<file path="src/rtl/arh_div.sv">
// Shared restoring divider for the auto-range histogram, one quotient bit per cycle.
// Unsigned W-bit dividend and divisor; divisor must be nonzero.
// No package dependencies.
module arh_div #(
   parameter int W = 33
) (
   input  logic         clock,
   input  logic         reset,
   input  logic         start,
   input  logic [W-1:0] dividend,
   input  logic [W-1:0] divisor,
   output logic         done,
   output logic [W-1:0] quotient
);

   localparam int SW = $clog2(W + 1);

   logic          busy_ff;
   logic          done_ff;
   logic [SW-1:0] step_ff;
   logic [W-1:0]  rem_ff;
   logic [W-1:0]  dq_ff;
   logic [W-1:0]  dvs_ff;

   logic [W:0]    rem_sh;
   logic [W+1:0]  diff;
   logic          ge;

   assign rem_sh = {rem_ff, dq_ff[W-1]};
   assign diff   = {1'b0, rem_sh} - {2'b00, dvs_ff};
   assign ge     = ~diff[W+1];

   always_ff @(posedge clock) begin
      if (reset) begin
         busy_ff <= 1'b0;
         done_ff <= 1'b0;
         step_ff <= '0;
      end else begin
         done_ff <= 1'b0;
         if (start) begin
            busy_ff <= 1'b1;
            step_ff <= SW'(W);
            rem_ff  <= '0;
            dq_ff   <= dividend;
            dvs_ff  <= divisor;
         end else if (busy_ff) begin
            rem_ff  <= ge ? diff[W-1:0] : rem_sh[W-1:0];
            dq_ff   <= {dq_ff[W-2:0], ge};
            step_ff <= step_ff - SW'(1);
            if (step_ff == SW'(1)) begin
               busy_ff <= 1'b0;
               done_ff <= 1'b1;
            end
         end
      end
   end

   assign done     = done_ff;
   assign quotient = dq_ff;

endmodule

</file>
<file path="config.mk">
export PLATFORM = sky130hd
export DESIGN_NAME = arh_div
export DESIGN_NICKNAME = d
export VERILOG_FILES = /design/src/rtl/arh_div.sv
export SDC_FILE = /design/constraint.sdc
export NUM_CORES = 1
export LEC_CHECK = 0
export BUFFER_PORTS_ARGS = -buffer_cell sky130_fd_sc_hd__buf_2
export CORE_UTILIZATION = 61
export CTS_CLUSTER_DIAMETER = 200
export DETAILED_ROUTE_END_ITERATION = 10
export PLACE_DENSITY = 0.86
export SLEW_MARGIN = 20
export SYNTH_ARGS = -nofsm -noshare
export SYNTH_HDL_FRONTEND = slang
export SYNTH_SLANG_ARGS = --single-unit
export TNS_END_PERCENT = 20
</file>
<file path="constraint.sdc">
create_clock -name clock -period 6.7 [get_ports clock]
set_input_delay 0.335 -clock clock [delete_from_list [all_inputs] [get_ports clock]]
set_output_delay 0.335 -clock clock [all_outputs]
set_load 0.1 [all_outputs]
</file>
==> impl_metrics.py <==
metrics = {
    "detailed_routing": {
        "drt_iter0_markers": 135,
        "totalWireLength_mm": 12.2,
        "via_count": 4344,
        "viasPerCell": 5.66,
        "drc_errors": 0,
        "ant_nets": 0,
        "drt_pre_antenna_iters": 5,
        "wl_per_cell_um": 15.8,
    },
    "power": {
        "p_total_mw": 1.79,
        "power.density_nw_per_um2": 261,
        "power_switching_mw": 0.635,
        "power.internal_mw": 1.16,
        "swShare_pct": 35.4,
        "pwr-share-comb_pct": 32.4,
        "p_seq_share_pct": 46.3,
        "clockPowerShare_pct": 21.3,
        "leakage_nw": 2.92,
        "ir_worst_vdd_uv": 256,
    },
    "run": {
        "max_cap_viol_count": 0,
    },
    "global_routing": {
        "antenna_found_initial": 0,
        "grt_max_degree": 72,
        "grt-ovfl-total": 0,
        "grtUsageTotal_pct": 25.3,
        "grt_pass1_wl_mm": 19.9,
        "grt_pass1_vias": 4431,
    },
    "yosys": {
        "synth-seq-cells": 107,
        "syn_nets": 633,
        "synth_ff_type": "edfxtp_1",
        "synth_edf_count": 99,
        "syn_area_per_cell_um2": 11.5,
        "yosysUniqueCellTypes": 59,
        "async_reset_ff_share_pct": 0,
        "ys_warn_count": 0,
        "yosysMostFrequentCell": "edfxtp_1",
        "synth_area_leaders": "edfxtp_1, ha_1, mux2_2",
        "syn_inst": 528,
        "syn_area_um2": 6070,
        "synth_top_area_share_pct": 49.0,
        "yosysTopAreaCell": "edfxtp_1",
        "ys_seq_area_share_pct": 51.6,
        "synth_common_cells": "edfxtp_1, inv_1, a21oi_1",
    },
    "critical_path": {
        "cp-start-kind": "flip-flop",
        "required_ns": 6.88,
        "cp_max_fo": 36,
        "path_delay_family": "compound AO/OA/AOI/OAI gates",
        "r2r_end": "quotient[0]$_DFFE_PP_",
        "cp_slowest_stage_delay_ns": 0.41,
        "crit_chain": "inv_1 > ha_1 > inv_1 > fa_1 > a211oi_1 > o211ai_1 > a22oi_2 > a21oi_2 > o2111ai_1 > a211o_1 > a21oi_4 > buf_4 > mux2_2",
        "crit_slowest_cell": "edfxtp_1",
        "cp.buffers_inverters": 3,
        "cpMostUsedCell": "inv_1",
        "crit_path_start": "quotient[32]$_DFFE_PP_",
        "path_class": "flip-flop to flip-flop",
        "reg2regPathDepth": 13,
        "cp-end-kind": "flip-flop",
        "crit_arrival_ns": 3.59,
        "rr_startpoint": "quotient[32]$_DFFE_PP_",
        "worst-r2r-setup-slack_ns": 3.29,
    },
    "floorplan": {
        "design.die.area_um2": 10400,
        "ios": 103,
        "die_y_um": 102,
        "core_um2": 9730,
        "die_w_um": 102,
        "start_util_pct": 62.4,
        "placementRows": 36,
    },
    "timing": {
        "timing.fmax_ghz": 0.293,
        "fin_ws_ns": 3.29,
        "hold_slack_ns": 0.0897,
        "min_period_ns": 3.41,
        "tightestPinTransition_ns": 0.899,
        "fin_skew_ns": 0.0186,
        "final_hold_viol_count": 0,
        "rsz0062_at_grt": "no",
        "final-max-slew-violation-count": 0,
        "final.period_utilization_pct": 51.0,
        "fin_tns_setup_ns": 0,
        "relSlewSlack_pct": 39.9,
        "setup_viol": 0,
    },
    "clock_network": {
        "clockBufferDepth": 2,
        "ctsResizeCount": 0,
        "post_cts_buffers": 0,
        "clk_latency_ns": 0.41,
        "clock_sinks": 107,
        "numCtsBuffers": 9,
        "cts_hold_buffers": 0,
        "clkTransAtPathRegs_ns": 0.11,
        "clockRootBuffer": "clkbuf_8",
        "cts_tree": "done",
        "h-tree-depth": 3,
    },
    "finish": {
        "nets": 735,
        "syn2layout_area_growth_pct": 13.4,
        "drive_gt1_share_pct": 26.6,
        "insertedDiodeCount": 0,
        "post-route-cell-area_um2": 6890,
    },
    "placed_design": {
        "post-place-ws_ns": 3.33,
        "routabilityCongestion": 0.899,
        "dp_hpwl_mm": 8.69,
        "postPlaceCellArea_um2": 6700,
        "numPortBuffers": 102,
    },
    "min_path": {
        "hold_start": "divisor[29]",
        "min_path_cells": 1,
        "holdPathEnd": "dvs_ff[29]$_DFFE_PP_",
        "hold_path_class": "input port to flip-flop",
    },
    "status": {
        "status": "finished clean",
    },
}
## metal layers
| layer | GRT usage, % | share of wire [%] |
|---|---|---|
| met5 | 0 | 0 |
| met4 | 10.1 | 2.3 |
| met3 | 10.0 | 6.8 |
| met2 | 42.0 | 48 |
| met1 | 29.4 | 43 |
## power by group through the flow
stage | sequential [mW] | combinational (mW) | clock [mW]
finish | 0.830 | 0.582 | 0.383
global route | 0.836 | 0.637 | 0.414
CTS | 0.830 | 0.580 | 0.390
detailed placement | 0.843 | 0.579 | 0
global placement | 0.843 | 0.559 | 0
floorplan | 0.935 | 0.380 | 0
## layout by cell type (no fill, tap or decap), types with 3 or more instances in the layout
cell and count:
buf_2 102, edfxtp_1 99, inv_1 48, a21oi_1 44, nor2_1 41, ha_1 35, mux2_2 33, nand2_1 30
xnor2_1 24, mux2i_1 20, o21ai_0 12, a21o_1 9, clkbuf_8 9, and3_1 8, nor3_1 8, xor2_1 8
dfxtp_1 8, o211ai_1 6, a211oi_2 6, nand3_1 5, o21bai_1 5, nand2b_1 5, nor2b_1 4, buf_4 4
o21ai_1 3, o21a_1 3, a31oi_1 3, and2_1 3, inv_8 3
## state kept, by name (all words and copies together), names as in the netlist
register	cells
busy_ff	1
done	1
dvs_ff	33
quotient	33
rem_ff	33
step_ff	6
## cells by family after synthesis
kind of cell / synth area share, %
and+or+nand+nor: 9.05
buffers and inverters: 4.53
AOI/OAI and AO/OA: 13.2
xor gates and xnor gates: 4.62
DFF: 51.6
muxes: 9.42
adders and majority gates: 7.54
## worst reg2reg max path, cell delays in order, from the launching register on
cell and delay [ns]:
edfxtp_1 0.41, inv_1 0.08, ha_1 0.15, inv_1 0.06, fa_1 0.41, a211oi_1 0.36
o211ai_1 0.20, a22oi_2 0.19, a21oi_2 0.09, o2111ai_1 0.23, a211o_1 0.27, a21oi_4 0.07
buf_4 0.30, mux2_2 0.38
## area by class of cell
type / instances / area (µm²)
well taps: 133 / 166
fillers: 724 / 2840
inverters: 49 / 184
flip-flops and latches: 107 / 3130
repair buffers: 106 / 541
multi-input cells: 357 / 2680
clock buffers: 9 / 124
clock inverters: 7 / 58.8
## worst max path at each step
stage	depth (start not counted)	slack (ns)	end
after floorplan	4	2.51	quotient[0]$_DFFE_PP_
after global placement	13	3.41	quotient[0]$_DFFE_PP_
after detailed placement	13	3.33	quotient[0]$_DFFE_PP_
after CTS	14	3.31	rem_ff[5]$_SDFFCE_PP0P_
after global routing	13	2.94	rem_ff[1]$_SDFFCE_PP0P_
final	13	3.29	quotient[0]$_DFFE_PP_
## through the flow
step | utilization [%] | instances
2_1_floorplan | - | 528
3_3_place_gp | 68.9 | 752
3_5_place_dp | 68.9 | 752
4_1_cts | 70.8 | 768
5_1_grt | 70.8 | 768
6_report | 70.8 | 768
Power figures use the tool's default switching activity.
